[src/rtl/core/fog_parameter_crossfade_core_defines.svh]
// assertion macros for the fog parameter crossfade core
// no dependencies; included by the files that carry concurrent checks
// the including module must have i_clk and i_rst_n
`ifndef FOG_PARAMETER_CROSSFADE_CORE_DEFINES_SVH
`define FOG_PARAMETER_CROSSFADE_CORE_DEFINES_SVH
`ifndef ASSERT_OFF
// check on every clock, masked while reset is asserted
`define FPC_ASSERT(label, prop, msg) \
    label: assert property (@(posedge i_clk) disable iff (!i_rst_n) prop) else $error(msg);
// check on every clock, reset included
`define FPC_ASSERT_RST(label, prop, msg) \
    label: assert property (@(posedge i_clk) prop) else $error(msg);
`else
`define FPC_ASSERT(label, prop, msg)
`define FPC_ASSERT_RST(label, prop, msg)
`endif
`endif

[src/rtl/core/fpc_pkg.sv]
// shared types and constants of the fog parameter crossfade core
// no dependencies; used by the interfaces, controller, datapath and top level
package fpc_pkg;

    // default widths for the top level parameters
    localparam int VALUE_BITS_DEF = 16;
    localparam int TICK_BITS_DEF  = 16;

    // fixed widths of the request and response fields
    localparam int FIELD_W = 16;
    localparam int COLOR_W = 8;

    // color scale for the 8-bit outputs
    localparam int C8_SCALE = 255;

    // reset gray level, 0.3 of full scale
    localparam int GRAY_RESET = 19661;

    // channel codes
    localparam int NUM_CH = 4;
    typedef logic [1:0] t_ch;
    localparam t_ch CH_DENSITY = 2'd0;
    localparam t_ch CH_RED     = 2'd1;
    localparam t_ch CH_GREEN   = 2'd2;
    localparam t_ch CH_BLUE    = 2'd3;

    // request payload
    typedef struct packed {
        logic               action;
        logic [FIELD_W-1:0] new_density;
        logic [FIELD_W-1:0] new_red;
        logic [FIELD_W-1:0] new_green;
        logic [FIELD_W-1:0] new_blue;
        logic [FIELD_W-1:0] fade_ticks;
    } t_in_item;

    // response payload
    typedef struct packed {
        logic [FIELD_W-1:0] density_out;
        logic [COLOR_W-1:0] red_out;
        logic [COLOR_W-1:0] green_out;
        logic [COLOR_W-1:0] blue_out;
        logic               fog_enabled;
        logic               fading;
    } t_out_item;

    // multiplier operand selection
    typedef enum logic [1:0] {
        MUL_START_TL,
        MUL_TGT_REST,
        MUL_CUR_SCALE
    } t_mul_op;

    // controller states
    typedef enum logic [3:0] {
        ST_IDLE,
        ST_UPDATE,
        ST_BL_A,
        ST_BL_B,
        ST_BL_LD,
        ST_BL_DIV,
        ST_BL_WR,
        ST_C8_MUL,
        ST_C8_WR,
        ST_OUT
    } t_state;

    // controller to datapath commands
    typedef struct packed {
        logic    latch;
        logic    update;
        t_mul_op mul_op;
        logic    acc_load;
        logic    acc_sum;
        logic    div_load;
        logic    div_step;
        logic    cur_wr;
        logic    cur_tgt;
        logic    col_wr;
        logic    out_load;
        t_ch     ch;
    } t_dp_cmd;

    // datapath to controller status
    typedef struct packed {
        logic tick_zero;
    } t_dp_sts;

endpackage

[src/rtl/core/fpc_intf.sv]
// request and response channel interfaces of the fog parameter crossfade core
// depends on fpc_pkg for the payload types
interface fpc_in_if import fpc_pkg::*; ();
    logic     valid;
    logic     ready;
    t_in_item data;

    modport source (output valid, output data, input ready);
    modport sink   (input valid, input data, output ready);
endinterface

interface fpc_out_if import fpc_pkg::*; ();
    logic      valid;
    logic      ready;
    t_out_item data;

    modport source (output valid, output data, input ready);
    modport sink   (input valid, input data, output ready);
endinterface

[src/rtl/core/fpc_ctrl.sv]
// sequencing state machine of the fog parameter crossfade core
// depends on fpc_pkg and the assertion macro header
`include "fog_parameter_crossfade_core_defines.svh"

module fpc_ctrl import fpc_pkg::*; #(
    parameter int VALUE_BITS = VALUE_BITS_DEF
) (
    input  logic    i_clk,
    input  logic    i_rst_n,
    input  logic    i_in_valid,
    output logic    o_in_ready,
    output logic    o_out_valid,
    input  logic    i_out_ready,
    input  t_dp_sts i_sts,
    output t_dp_cmd o_cmd
);

    localparam int CNT_W = $clog2(VALUE_BITS);

    t_state           r_state, n_state;
    t_ch              r_ch, n_ch;
    logic [CNT_W-1:0] r_cnt, n_cnt;
    logic             r_out_valid;
    logic             out_free;

    assign out_free = !r_out_valid || i_out_ready;

    // state, channel and step counter registers
    always_ff @(posedge i_clk) begin
        if (!i_rst_n) begin
            r_state <= ST_IDLE;
            r_ch    <= CH_DENSITY;
            r_cnt   <= '0;
        end else begin
            r_state <= n_state;
            r_ch    <= n_ch;
            r_cnt   <= n_cnt;
        end
    end

    // response valid flag
    always_ff @(posedge i_clk) begin
        if (!i_rst_n) begin
            r_out_valid <= 1'b0;
        end else if (o_cmd.out_load) begin
            r_out_valid <= 1'b1;
        end else if (i_out_ready) begin
            r_out_valid <= 1'b0;
        end
    end

    // next state
    always_comb begin
        n_state = r_state;
        n_ch    = r_ch;
        n_cnt   = r_cnt;
        case (r_state)
            ST_IDLE: begin
                if (i_in_valid) n_state = ST_UPDATE;
            end
            ST_UPDATE: begin
                n_state = ST_BL_A;
                n_ch    = CH_DENSITY;
            end
            ST_BL_A: begin
                if (i_sts.tick_zero) begin
                    // no fade running: blend is the target
                    if (r_ch == CH_BLUE) begin
                        n_state = ST_C8_MUL;
                        n_ch    = CH_RED;
                    end else begin
                        n_ch = r_ch + t_ch'(1);
                    end
                end else begin
                    n_state = ST_BL_B;
                end
            end
            ST_BL_B: begin
                n_state = ST_BL_LD;
            end
            ST_BL_LD: begin
                n_state = ST_BL_DIV;
                n_cnt   = CNT_W'(VALUE_BITS - 1);
            end
            ST_BL_DIV: begin
                if (r_cnt == '0) n_state = ST_BL_WR;
                else n_cnt = r_cnt - CNT_W'(1);
            end
            ST_BL_WR: begin
                if (r_ch == CH_BLUE) begin
                    n_state = ST_C8_MUL;
                    n_ch    = CH_RED;
                end else begin
                    n_state = ST_BL_A;
                    n_ch    = r_ch + t_ch'(1);
                end
            end
            ST_C8_MUL: begin
                n_state = ST_C8_WR;
            end
            ST_C8_WR: begin
                if (r_ch == CH_BLUE) begin
                    n_state = ST_OUT;
                end else begin
                    n_state = ST_C8_MUL;
                    n_ch    = r_ch + t_ch'(1);
                end
            end
            ST_OUT: begin
                if (out_free) n_state = ST_IDLE;
            end
            default: begin
                n_state = ST_IDLE;
            end
        endcase
    end

    // command outputs
    always_comb begin
        o_cmd        = '0;
        o_cmd.mul_op = MUL_START_TL;
        o_cmd.ch     = r_ch;
        o_in_ready   = 1'b0;
        case (r_state)
            ST_IDLE: begin
                o_in_ready  = 1'b1;
                o_cmd.latch = i_in_valid;
            end
            ST_UPDATE: begin
                o_cmd.update = 1'b1;
            end
            ST_BL_A: begin
                if (i_sts.tick_zero) begin
                    o_cmd.cur_wr  = 1'b1;
                    o_cmd.cur_tgt = 1'b1;
                end else begin
                    o_cmd.mul_op   = MUL_START_TL;
                    o_cmd.acc_load = 1'b1;
                end
            end
            ST_BL_B: begin
                o_cmd.mul_op  = MUL_TGT_REST;
                o_cmd.acc_sum = 1'b1;
            end
            ST_BL_LD: begin
                o_cmd.div_load = 1'b1;
            end
            ST_BL_DIV: begin
                o_cmd.div_step = 1'b1;
            end
            ST_BL_WR: begin
                o_cmd.cur_wr = 1'b1;
            end
            ST_C8_MUL: begin
                o_cmd.mul_op   = MUL_CUR_SCALE;
                o_cmd.acc_load = 1'b1;
            end
            ST_C8_WR: begin
                o_cmd.col_wr = 1'b1;
            end
            ST_OUT: begin
                o_cmd.out_load = out_free;
            end
            default: begin
                o_cmd.out_load = 1'b0;
            end
        endcase
    end

    assign o_out_valid = r_out_valid;

    // checks
    `FPC_ASSERT(a_accept_starts, (i_in_valid && o_in_ready) |=> (r_state == ST_UPDATE), "accepted request did not start an update")
    `FPC_ASSERT(a_update_first_ch, (r_state == ST_UPDATE) |=> (r_ch == CH_DENSITY), "blend pass did not start at density")
    `FPC_ASSERT(a_out_slot_load, (r_state == ST_OUT && !r_out_valid) |=> (r_out_valid && r_state == ST_IDLE), "free response slot was not loaded")
    `FPC_ASSERT_RST(a_reset_idle, !i_rst_n |=> (r_state == ST_IDLE && !r_out_valid), "reset did not return to idle")

endmodule

[src/rtl/core/fpc_dp.sv]
// datapath of the fog parameter crossfade core: state registers, shared
// multiplier and serial restoring divider; depends on fpc_pkg
module fpc_dp import fpc_pkg::*; #(
    parameter int VALUE_BITS = VALUE_BITS_DEF,
    parameter int TICK_BITS  = TICK_BITS_DEF
) (
    input  logic      i_clk,
    input  logic      i_rst_n,
    input  t_dp_cmd   i_cmd,
    output t_dp_sts   o_sts,
    input  t_in_item  i_item,
    output t_out_item o_item
);

    localparam int PROD_W = VALUE_BITS + TICK_BITS;
    localparam int C8_W   = PROD_W + 1;
    localparam int DV_W   = (VALUE_BITS > TICK_BITS) ? VALUE_BITS : TICK_BITS;
    localparam int SV_W   = (VALUE_BITS > FIELD_W) ? VALUE_BITS : FIELD_W;
    localparam int ST_W   = (TICK_BITS > FIELD_W) ? TICK_BITS : FIELD_W;

    localparam logic [VALUE_BITS-1:0] VAL_MAX  = {VALUE_BITS{1'b1}};
    localparam logic [TICK_BITS-1:0]  TICK_MAX = {TICK_BITS{1'b1}};
    localparam logic [VALUE_BITS-1:0] GRAY_V   = VALUE_BITS'(GRAY_RESET);
    localparam logic [PROD_W-1:0]     HALF_MAX = PROD_W'(VAL_MAX >> 1);

    // clamp a request field to the value range
    function automatic logic [VALUE_BITS-1:0] sat_val(input logic [FIELD_W-1:0] x);
        logic [SV_W-1:0] xe;
        xe = SV_W'(x);
        if (xe > SV_W'(VAL_MAX)) sat_val = VAL_MAX;
        else sat_val = VALUE_BITS'(xe);
    endfunction

    // clamp a fade length to the tick range
    function automatic logic [TICK_BITS-1:0] sat_tick(input logic [FIELD_W-1:0] x);
        logic [ST_W-1:0] xe;
        xe = ST_W'(x);
        if (xe > ST_W'(TICK_MAX)) sat_tick = TICK_MAX;
        else sat_tick = TICK_BITS'(xe);
    endfunction

    // latched request
    logic                  r_act;
    logic [VALUE_BITS-1:0] r_new [NUM_CH];
    logic [TICK_BITS-1:0]  r_ft;

    // fade state
    logic [VALUE_BITS-1:0] r_tgt   [NUM_CH];
    logic [VALUE_BITS-1:0] r_start [NUM_CH];
    logic [VALUE_BITS-1:0] r_cur   [NUM_CH];
    logic [TICK_BITS-1:0]  r_len;
    logic [TICK_BITS-1:0]  r_tl;

    // arithmetic
    logic [PROD_W-1:0]     r_acc;
    logic [PROD_W-1:0]     r_num;
    logic [DV_W-1:0]       r_rem;
    logic [DV_W-1:0]       r_dvs;
    logic [VALUE_BITS-1:0] r_quo;
    logic [COLOR_W-1:0]    r_red, r_green, r_blue;
    t_out_item             r_out;

    logic [VALUE_BITS-1:0] sel_start, sel_tgt, sel_cur;
    logic [VALUE_BITS-1:0] mul_a;
    logic [TICK_BITS-1:0]  mul_b;
    logic [PROD_W-1:0]     mul_p;
    logic [DV_W:0]         trial;
    logic                  take;
    logic [C8_W-1:0]       c8_sum;
    logic [COLOR_W-1:0]    c8_quo;

    assign sel_start = r_start[i_cmd.ch];
    assign sel_tgt   = r_tgt[i_cmd.ch];
    assign sel_cur   = r_cur[i_cmd.ch];

    // latch request payload
    always_ff @(posedge i_clk) begin
        if (i_cmd.latch) begin
            r_act             <= i_item.action;
            r_new[CH_DENSITY] <= sat_val(i_item.new_density);
            r_new[CH_RED]     <= sat_val(i_item.new_red);
            r_new[CH_GREEN]   <= sat_val(i_item.new_green);
            r_new[CH_BLUE]    <= sat_val(i_item.new_blue);
            r_ft              <= sat_tick(i_item.fade_ticks);
        end
    end

    // fade state: tick countdown, new target load, blend write back
    always_ff @(posedge i_clk) begin
        if (!i_rst_n) begin
            for (int k = 0; k < NUM_CH; k++) begin
                r_tgt[k]   <= (k == CH_DENSITY) ? '0 : GRAY_V;
                r_start[k] <= (k == CH_DENSITY) ? '0 : GRAY_V;
                r_cur[k]   <= (k == CH_DENSITY) ? '0 : GRAY_V;
            end
            r_len <= '0;
            r_tl  <= '0;
        end else if (i_cmd.update) begin
            if (!r_act) begin
                if (r_tl != '0) r_tl <= r_tl - TICK_BITS'(1);
            end else begin
                // for a nonzero fade length, the shown blend becomes the start set of a new fade
                for (int k = 0; k < NUM_CH; k++) begin
                    if (r_ft != '0) r_start[k] <= r_cur[k];
                    r_tgt[k] <= r_new[k];
                end
                r_len <= r_ft;
                r_tl  <= r_ft;
            end
        end else if (i_cmd.cur_wr) begin
            r_cur[i_cmd.ch] <= i_cmd.cur_tgt ? sel_tgt : r_quo;
        end
    end

    assign o_sts.tick_zero = (r_tl == '0);

    // shared multiplier operands
    always_comb begin
        case (i_cmd.mul_op)
            MUL_START_TL: begin
                mul_a = sel_start;
                mul_b = r_tl;
            end
            MUL_TGT_REST: begin
                mul_a = sel_tgt;
                mul_b = r_len - r_tl;
            end
            MUL_CUR_SCALE: begin
                mul_a = sel_cur;
                mul_b = TICK_BITS'(C8_SCALE);
            end
            default: begin
                mul_a = '0;
                mul_b = '0;
            end
        endcase
    end

    assign mul_p = PROD_W'(mul_a) * PROD_W'(mul_b);

    // divider step: shift in one numerator bit, subtract when it fits
    assign trial = {r_rem, r_num[PROD_W-1]};
    assign take  = (trial >= {1'b0, r_dvs});

    // divide by full scale 2^n-1: q = (y + (y >> n) + 1) >> n, exact while q < 2^n
    assign c8_sum = {1'b0, r_acc} + C8_W'(r_acc >> VALUE_BITS) + C8_W'(1);
    assign c8_quo = c8_sum[VALUE_BITS +: COLOR_W];

    // accumulator and divider
    always_ff @(posedge i_clk) begin
        if (i_cmd.acc_load) begin
            r_acc <= mul_p + ((i_cmd.mul_op == MUL_CUR_SCALE) ? HALF_MAX : '0);
        end else if (i_cmd.acc_sum) begin
            r_acc <= r_acc + mul_p + PROD_W'(r_len >> 1);
        end
        if (i_cmd.div_load) begin
            r_quo <= '0;
            r_dvs <= DV_W'(r_len);
            r_rem <= DV_W'(r_acc >> VALUE_BITS);
            r_num <= r_acc << TICK_BITS;
        end else if (i_cmd.div_step) begin
            r_rem <= take ? DV_W'(trial - {1'b0, r_dvs}) : DV_W'(trial);
            r_quo <= {r_quo[VALUE_BITS-2:0], take};
            r_num <= r_num << 1;
        end
    end

    // 8-bit color results
    always_ff @(posedge i_clk) begin
        if (i_cmd.col_wr) begin
            case (i_cmd.ch)
                CH_RED:   r_red   <= c8_quo;
                CH_GREEN: r_green <= c8_quo;
                CH_BLUE:  r_blue  <= c8_quo;
                default:  r_red   <= r_red;
            endcase
        end
    end

    // response register
    always_ff @(posedge i_clk) begin
        if (i_cmd.out_load) begin
            r_out.density_out <= FIELD_W'(r_cur[CH_DENSITY]);
            r_out.red_out     <= r_red;
            r_out.green_out   <= r_green;
            r_out.blue_out    <= r_blue;
            r_out.fog_enabled <= (r_cur[CH_DENSITY] != '0);
            r_out.fading      <= (r_tl != '0);
        end
    end

    assign o_item = r_out;

endmodule

[src/rtl/core/fog_parameter_crossfade_core.sv]
// fog parameter crossfade core: one response per request.
// while a fade runs, each channel's blend goes through the one-bit-per-cycle
// serial divider, otherwise the targets are written straight; one request is in
// work at a time, so a new request is taken only after the last response is
// loaded, and later while a held response keeps the output slot full.
// synchronous active-low reset loads the gray color set, zero density and no fade.
module fog_parameter_crossfade_core import fpc_pkg::*; #(
    parameter int VALUE_BITS = VALUE_BITS_DEF,
    parameter int TICK_BITS  = TICK_BITS_DEF
) (
    input  logic      i_clk,
    input  logic      i_rst_n,
    fpc_in_if.sink    i_req,
    fpc_out_if.source o_rsp
);

    t_dp_cmd cmd;
    t_dp_sts sts;

    // sequencer
    fpc_ctrl #(
        .VALUE_BITS (VALUE_BITS)
    ) u_ctrl (
        .i_clk       (i_clk),
        .i_rst_n     (i_rst_n),
        .i_in_valid  (i_req.valid),
        .o_in_ready  (i_req.ready),
        .o_out_valid (o_rsp.valid),
        .i_out_ready (o_rsp.ready),
        .i_sts       (sts),
        .o_cmd       (cmd)
    );

    // arithmetic and state
    fpc_dp #(
        .VALUE_BITS (VALUE_BITS),
        .TICK_BITS  (TICK_BITS)
    ) u_dp (
        .i_clk   (i_clk),
        .i_rst_n (i_rst_n),
        .i_cmd   (cmd),
        .o_sts   (sts),
        .i_item  (i_req.data),
        .o_item  (o_rsp.data)
    );

endmodule

[src/flat_wrapper.sv]
// flat-port wrapper written by rule: the top's interface ports become plain ports
module fog_parameter_crossfade_core_flat import fpc_pkg::*;
#(
    parameter int VALUE_BITS = VALUE_BITS_DEF,
    parameter int TICK_BITS  = TICK_BITS_DEF
)
  (i_clk, i_rst_n, i_req_valid, i_req_data, i_req_ready, o_rsp_valid, o_rsp_data, o_rsp_ready);
  fpc_in_if i_req_i ();
  fpc_out_if o_rsp_i ();
  input  logic i_clk;
  input  logic i_rst_n;
  input wire logic [$bits(i_req_i.valid)-1:0] i_req_valid;
  input wire logic [$bits(i_req_i.data)-1:0] i_req_data;
  output wire logic [$bits(i_req_i.ready)-1:0] i_req_ready;
  output wire logic [$bits(o_rsp_i.valid)-1:0] o_rsp_valid;
  output wire logic [$bits(o_rsp_i.data)-1:0] o_rsp_data;
  input wire logic [$bits(o_rsp_i.ready)-1:0] o_rsp_ready;
  assign i_req_i.valid = i_req_valid;
  assign i_req_i.data = i_req_data;
  assign i_req_ready = i_req_i.ready;
  assign o_rsp_valid = o_rsp_i.valid;
  assign o_rsp_data = o_rsp_i.data;
  assign o_rsp_i.ready = o_rsp_ready;
  fog_parameter_crossfade_core #(.VALUE_BITS(VALUE_BITS), .TICK_BITS(TICK_BITS)) u_core (.i_clk(i_clk), .i_rst_n(i_rst_n), .i_req(i_req_i), .o_rsp(o_rsp_i));
endmodule
[config.mk]
export PLATFORM = sky130hd
export DESIGN_NAME = fog_parameter_crossfade_core_flat
export DESIGN_NICKNAME = d
export VERILOG_FILES = /design/src/rtl/core/fpc_pkg.sv /design/src/rtl/core/fpc_intf.sv /design/src/rtl/core/fpc_ctrl.sv /design/src/rtl/core/fpc_dp.sv /design/src/rtl/core/fog_parameter_crossfade_core.sv /design/src/flat_wrapper.sv
export VERILOG_INCLUDE_DIRS = /design/src /design/src/rtl/core
export SDC_FILE = /design/constraint.sdc
export NUM_CORES = 1
export LEC_CHECK = 0
export BUFFER_PORTS_ARGS = -buffer_cell sky130_fd_sc_hd__buf_2
export CAP_MARGIN = 20
export CORE_MARGIN = 5
export CORE_UTILIZATION = 55
export CTS_CLUSTER_SIZE = 16
export DETAILED_ROUTE_END_ITERATION = 6
export PLACE_DENSITY = 0.73
export SLEW_MARGIN = 5
export SYNTH_ARGS = -nofsm -noshare
export SYNTH_HDL_FRONTEND = slang
export SYNTH_SLANG_ARGS = --single-unit
[constraint.sdc]
create_clock -name i_clk -period 30 [get_ports i_clk]
set_clock_uncertainty 0.15 [all_clocks]
set_input_delay 6 -clock i_clk [delete_from_list [all_inputs] [get_ports i_clk]]
set_output_delay 6 -clock i_clk [all_outputs]
set_load 0.1 [all_outputs]
# [Word level (Yosys, flattened, before mapping)]
# Memory sizes are Yosys's and may differ from the RTL's. A register that Yosys moved wholly into a read port is not among the register bits.
# Cells that the tools add are included.
# Widths: inputs -> output; s select.
[word_totals] mem_bits_rw=256 regBits=222 output_inout_bits=44 mem_count=4 input_bits=85
[memory_table] memory="u_core.u_dp.r_cur" depth=4 width=16 rd=5 rd_ports_with_merged_regs=1 write_ports=4 line_no="fpc_dp.sv:50" source="logic [VALUE_BITS-1:0] r_cur [NUM_CH];"
[memory_table] memory="u_core.u_dp.r_new" depth=4 width=16 rd=4 rd_ports_with_merged_regs=0 write_ports=4 line_no="fpc_dp.sv:44" source="logic [VALUE_BITS-1:0] r_new [NUM_CH];"
[memory_table] memory="u_core.u_dp.r_start" depth=4 width=16 rd=1 rd_ports_with_merged_regs=1 write_ports=4 line_no="fpc_dp.sv:49" source="logic [VALUE_BITS-1:0] r_start [NUM_CH];"
[memory_table] memory="u_core.u_dp.r_tgt" depth=4 width=16 rd=1 rd_ports_with_merged_regs=1 write_ports=4 line_no="fpc_dp.sv:48" source="logic [VALUE_BITS-1:0] r_tgt [NUM_CH];"
[classes] n_mul=1 n_bitwise=8 reduce_logical=24 muxes=84 n_eq_ne=21 addsub=10 n_lt_le_gt_ge=6
[ops] operator="$mux 16" n=23
[ops] operator="$mux 32" n=4
[ops] operator="$pmux 16 s3" n=2
[ops] operator="$gt 16x16->1 const B" n=5
[ops] operator="$add 32x15->32" n=2
[ops] operator="$reduce_bool 16->1" n=3
[ops] operator="$pmux 4 s10" n=1
[ops] operator="$add 32x32->32" n=1
[ops] operator="$mul 16x16->32" n=1
[ops] operator="$sub 16x16->16" n=2
[ops] operator="$mux 1" n=29
[ops] operator="$mux 4" n=7
[ops] operator="$add 24x1->24 const B" n=1
[ops] operator="$add 24x16->24" n=1
[ops] operator="$mux 2" n=11
[ops] operator="$ge 17x16->1" n=1
[ops] operator="$eq 4x3->1 const B" n=4
[ops] operator="$logic_not 16->1" n=1
[ops] operator="$reduce_or 16->1" n=1
[ops] operator="$sub 16x1->16 const B" n=1
[ops] operator="$mux 15" n=1
[ops] operator="$reduce_and 2->1" n=6
[ops] operator="$ne 2x2->1 const B" n=5
[ops] operator="$reduce_bool 2->1" n=5
[ops] operator="other kinds (22)" n=36

# [Depth between registers and ports, before layout]
[depth] word_depth=9 mapped_depth=46 mapped_depth_nobuf=45

# [Cells and area by module]
# From an unflattened synthesis, not the netlist that was laid out.
[hier_totals] cells_unflattened=3120 area_unflattened_um2=33373.3
[by_module_without_submodules] module="fpc_dp" cells_per_inst=3024 instances=1 area_each_um2=32607.5
[by_module_without_submodules] module="fpc_ctrl" cells_per_inst=96 instances=1 area_each_um2=765.7

# [Least setup slack after synthesis]
# Ideal clock, no wire load.
[synth_path] kind="register -> register" from="register u_core.u_dp.r_len[0]" to="register u_core.u_dp.r_acc[28], data pin" setup_slack_ns=19.688 stages_incl_launch_ff=44 n_path_buf=2 synth_period_minus_slack_ns=10.312 arrival_time_ns=9.896 cell_sequence="dfxtp_1 -> inv_1 -> ha_1 -> fa_1 -> nor2b_1 -> o21ai_1 -> a21boi_1 -> o21ai_1 -> a21oi_1 -> o21ai_1 -> a21oi_1 -> o211ai_1 -> a21o_1 -> a32oi_1 -> clkbuf_1 -> nor2_1 -> fa_1 -> fa_1 -> (+8 left out) -> a21o_1 -> a211oi_2 -> nand3b_1 -> o21ai_2 -> o31ai_1 -> or4b_2 -> nand3_2 -> ha_1 -> ha_1 -> nand2_1 -> nor2_1 -> a211o_1 -> o21ai_0 -> nand2b_1 -> a21o_1 -> a21boi_0 -> xor2_1 -> o21ai_1"
[synth_between] elab_chain_len=7 elab_cells_between_ends=8
[synth_rtl] item="start, declared" line_no="fpc_dp.sv:51" source="logic [TICK_BITS-1:0] r_len;"
[synth_rtl] item="start signal, assigned" line_no="fpc_dp.sv:107" source="r_len <= r_ft;"
[synth_rtl] item="$sub 16x16->16 (*)" line_no="fpc_dp.sv:126" source="mul_b = r_len - r_tl;"
[synth_rtl] item="$pmux 16 s3 (*)" line_no="fpc_dp.sv:119" source="case (i_cmd.mul_op)"
[synth_rtl] item="$mul 16x16->32 (*)" line_no="fpc_dp.sv:139" source="assign mul_p = PROD_W'(mul_a) * PROD_W'(mul_b);"
[synth_rtl] item="$add 32x32->32" line_no="fpc_dp.sv:154" source="r_acc <= r_acc + mul_p + PROD_W'(r_len >> 1);"
[synth_rtl] item="$add 32x15->32" line_no="fpc_dp.sv:154"
[synth_rtl] item="$mux 32" line_no="fpc_dp.sv:153" source="end else if (i_cmd.acc_sum) begin"
[synth_rtl] item="$mux 32 (*)" line_no="fpc_dp.sv:151" source="if (i_cmd.acc_load) begin"
[synth_rtl] item="end signal, assigned" line_no="fpc_dp.sv:152" source="r_acc <= mul_p + ((i_cmd.mul_op == MUL_CUR_SCALE) ? HALF_MAX : '0);"
[synth_rtl] item="end signal, assigned" line_no="fpc_dp.sv:154"
[synth_rtl] item="end, declared" line_no="fpc_dp.sv:55" source="logic [PROD_W-1:0] r_acc;"
# Mark *: on every way between the ends. The rest lies on a longest branch, timed or not. The select of a mux whose other input is x is not followed.
# A chain may end at the register's enable or synchronous reset.

# [Worst setup path in the final report]
[layout_path] from="register u_core.u_ctrl.r_state[3]" to="register u_core.u_dp.r_acc[28], data pin"
[layout_between] elab_chain_len=9 elab_cells_between_ends=17
[layout_rtl] item="start, declared" line_no="fpc_ctrl.sv:20" source="t_state r_state, n_state;"
[layout_rtl] item="start signal, assigned" line_no="fpc_ctrl.sv:35" source="r_state <= n_state;"
[layout_rtl] item="$eq 4x3->1 / $eq 4x2->1 (equally long branches)" line_no="fpc_ctrl.sv:124" source="case (r_state)"
[layout_rtl] item="$pmux 2 s3" line_no="fpc_ctrl.sv:124"
[layout_rtl] item="$eq 2x2->1 (tied with other cells)" line_no="fpc_dp.sv:119, fpc_dp.sv:152"
[layout_rtl] item="$pmux 16 s3" line_no="fpc_dp.sv:119"
[layout_rtl] item="$mul 16x16->32" line_no="fpc_dp.sv:139"
[layout_rtl] item="$add 32x32->32" line_no="fpc_dp.sv:154"
[layout_rtl] item="$add 32x15->32" line_no="fpc_dp.sv:154"
[layout_rtl] item="$mux 32" line_no="fpc_dp.sv:153"
[layout_rtl] item="$mux 32 (*)" line_no="fpc_dp.sv:151"
# Marks and branches as above.

==> results by group <==
Run status
  – Outcome: complete, no violations

Detailed routing
  – Initial DRC Count: 2099
  – Detailed-routed wire length on met2: 40.5 mm
  – Post-DR vias/cell: 5.93
  – Detail Route met3 WL: 5.55 mm
  – Metal1 wirelength: 33.4 mm
  – Number of detailed-route iterations in the first pass: 6
  – Remaining antenna violation count: 0
  – Final routed DRC violation total: 0
  – Post-DR wirelength/cell: 21.5 um
  – Topmost layer with routed signal wires: met4
  – Via Count: 23200
  – Aggregate routed wire length: 84.2 mm

Synthesis
  – Leading cell type by number of instances after synthesis: sky130_fd_sc_hd__edfxtp_1
  – Register area share after synthesis: 0.425
  – Number of instances in the synthesized netlist: 2991
  – Synthesized cell area: 32500 um^2
  – Largest cells by area after synthesis: sky130_fd_sc_hd__edfxtp_1, sky130_fd_sc_hd__fa_1, sky130_fd_sc_hd__ha_1
  – Synthesis warning total: 0
  – List of most frequent post-synthesis cells: sky130_fd_sc_hd__edfxtp_1, sky130_fd_sc_hd__inv_1, sky130_fd_sc_hd__nand2_1, sky130_fd_sc_hd__ha_1, sky130_fd_sc_hd__nor2_1
  – Fraction of synthesis flops using an asynchronous set or reset pin: 0
  – Number of distinct library cell variants in the gate-level netlist after synthesis: 92
  – Area fraction of the dominant cell type after synthesis: 0.387
  – Flops & latches, synth: 480
  – Synthesized net count: 3506
  – Synthesized area per cell: 10.9 um^2
  – Top cell type by total area after synthesis: sky130_fd_sc_hd__edfxtp_1
  – Post-synth EDFFs: 419
  – Most instantiated flip-flop cell in the synthesis netlist: sky130_fd_sc_hd__edfxtp_1

STA
  – Post-Route Setup TNS: 0 ns
  – Maximum operating frequency: 83.1 MHz
  – Final max-slew violation count: 0
  – Tmin final: 12.04 ns
  – Final setup vio count: 0
  – Worst Hold Slack: 0.267 ns
  – Number of failing hold endpoints at the final stage: 0
  – Worst Slack Setup Final: 17.96 ns
  – Part of the cycle the worst path needs: 0.401
  – Pin slew with the least headroom to its limit: 1.12 ns
  – Max transition margin: 0.251
  – RSZ-0062 raised after global routing: false

Floorplan
  – Row count: 89
  – Core outline area: 58800 um^2
  – Horizontal die dimension: 253 um
  – Die Outline Area: 64000 um^2
  – Number of top-level pins: 129
  – Overall die height: 253 um
  – Initial Utilization: 0.553

Place
  – Post-Place Worst Slack: 18.11 ns
  – Dpl hpwl: 63.1 mm
  – Number of I/O port buffers: 128
  – Placement Cell Area: 34000 um^2
  – Final weighted congestion of routability-driven global placement: 0.952

Critical path
  – Sum of buffers and inverters on the critical path: 6
  – Type of destination of the critical path: flop
  – Data required, critical path: 30.16 ns
  – WP data arrival: 12.20 ns
  – CP peak stage delay: 0.85 ns
  – Reg-to-reg critical path startpoint: u_core.u_ctrl.r_state[3]
  – CP max-delay cell: sky130_fd_sc_hd__a21oi_1
  – Worst r2r path cells: 38
  – Most used cell along the critical path: sky130_fd_sc_hd__fa_1
  – Crit-path max FO: 18
  – Gate family responsible for the most delay along the worst path: adder cells
  – Critical register-to-register path endpoint: u_core.u_dp.r_acc[28]
  – Flop-to-flop setup slack: 17.96 ns
  – Crit path launch type: flop
  – WS Path Type: reg -> reg

Clock tree
  – Clock Tree Root: sky130_fd_sc_hd__clkbuf_16
  – Number of buffers inserted to repair setup after CTS: 0
  – CTS tree: done
  – Total CTS buffers: 51
  – Number of sinks handled by clock tree synthesis: 480
  – Max H-tree Level: 2
  – Reg clk slew, reported paths: 0.07 ns
  – Hold-fix buffers at CTS: 0
  – Clk buf depth: 3
  – Later-pin clock latency in the skew report: 0.63 ns
  – Count of instances resized after the clock tree is built: 0

Layout
  – Final layout net count: 3614
  – Fraction of final layout cells with drive strength greater than 1: 0.106
  – Post-route cell area: 35700 um^2
  – Ant. Diodes: 0
  – Area Growth Syn to Fin: 9.98%

Global routing
  – Vias in the first global route: 23800
  – Maximum number of pins on one net before global-route repair: 84
  – Antenna violations before repair: 1
  – Wire length of the first global-routing pass: 132 mm
  – Total track usage: 0.263
  – Grt total ovfl: 0

Worst hold path
  – Class of the worst hold path: reg -> reg
  – Start point of the worst min-delay path: u_core.u_dp.r_red[3]
  – WHS Path Cells: 0
  – Worst Hold Endpoint: u_core.u_dp.o_item[21]

Flow run
  – Number of max-capacitance violations reported: 0
-- metal layers --
| layer | up-vias | GRT usage |
|---|---|---|
| met5 | - | 0 |
| met4 | 0 | 0.121 |
| met3 | 240 | 0.0354 |
| met2 | 1053 | 0.445 |
| met1 | 11300 | 0.338 |
| li1 | 10600 | - |
-- cell families (layout without fill, tap and decap cells) --
group | Yosys count | in the layout | synth area share
and+or+nand+nor | 896 | 896 | 0.133
buffers and inverters | 485 | 635 | 0.0565
DFF | 480 | 480 | 0.425
xor gates and xnor gates | 105 | 105 | 0.0285
AOI/OAI and AO/OA | 526 | 526 | 0.103
adders and majority gates | 430 | 430 | 0.215
muxes | 69 | 69 | 0.0398
-- worst max-delay path by stage --
stage,startpoint,endpoint,depth (start not counted)
global placement,u_core.u_ctrl.r_state[3],u_core.u_dp.r_acc[31],38
global route,u_core.u_ctrl.r_state[3],u_core.u_dp.r_acc[28],38
CTS,u_core.u_ctrl.r_state[3],u_core.u_dp.r_acc[28],38
floorplan,u_core.u_dp.r_len[0],u_core.u_dp.r_acc[28],43
detailed placement,u_core.u_ctrl.r_state[3],u_core.u_dp.r_acc[28],38
finish,u_core.u_ctrl.r_state[3],u_core.u_dp.r_acc[28],38
-- registers in the layout, summed over array words and instances (netlist names), named ones only --
name                       count
u_core.u_dp.r_red              8
u_core.u_dp.r_cur             64
u_core.u_ctrl.r_cnt            4
u_core.u_dp.r_len             16
u_core.u_dp.r_num             16
u_core.u_dp.o_item            42
u_core.u_dp.r_tl              16
u_core.u_ctrl.r_ch             2
u_core.u_dp.r_start           64
u_core.u_dp.r_dvs             16
u_core.u_dp.r_act              1
u_core.u_dp.r_blue             8
u_core.u_dp.r_ft              16
u_core.u_dp.r_tgt             64
u_core.u_dp.r_green            8
u_core.u_dp.r_acc             32
u_core.u_dp.r_quo             16
u_core.u_dp.r_new             64
u_core.u_dp.r_rem             16
u_core.u_ctrl.o_out_valid      1
u_core.u_ctrl.r_state          4
-- placed cells by master (no fill, tap or decap), types with 37 or more instances in the layout --
master and n:
sky130_fd_sc_hd__edfxtp_1 419, sky130_fd_sc_hd__inv_1 363, sky130_fd_sc_hd__nand2_1 312, sky130_fd_sc_hd__ha_1 217, sky130_fd_sc_hd__nor2_1 215, sky130_fd_sc_hd__fa_1 213
sky130_fd_sc_hd__a21oi_1 190, sky130_fd_sc_hd__buf_2 128, sky130_fd_sc_hd__o21ai_0 83, sky130_fd_sc_hd__xnor2_1 67, sky130_fd_sc_hd__dfxtp_1 59, sky130_fd_sc_hd__or3_1 56
sky130_fd_sc_hd__and3_1 53, sky130_fd_sc_hd__and2_1 52, sky130_fd_sc_hd__clkbuf_16 51, sky130_fd_sc_hd__mux4_2 48, sky130_fd_sc_hd__nand2b_1 46, sky130_fd_sc_hd__a21o_1 44
sky130_fd_sc_hd__buf_4 40, sky130_fd_sc_hd__nor3_1 37, sky130_fd_sc_hd__xor2_1 37
-- per-stage QoR --
stage                util  instances
floorplan               -       2991
global placement    0.578       3816
detailed placement  0.578       3817
CTS                 0.607       3912
global route        0.608       3914
finish              0.608       3914
-- layout make-up --
| cell class | instances | area [um^2] |
|---|---|---|
| Fill cell | 4677 | 23100 |
| Multi-Input combinational cell | 2026 | 16900 |
| Sequential cell | 480 | 13800 |
| Clock buffer | 73 | 1410 |
| Inverter | 369 | 1390 |
| Timing Repair Buffer | 171 | 1010 |
| Tap cell | 773 | 967 |
| Clock inverter | 22 | 260 |
Power is left out: the tool's default activity adds up to more than one toggle a clock period on the data nets, which glitch-free logic cannot reach.
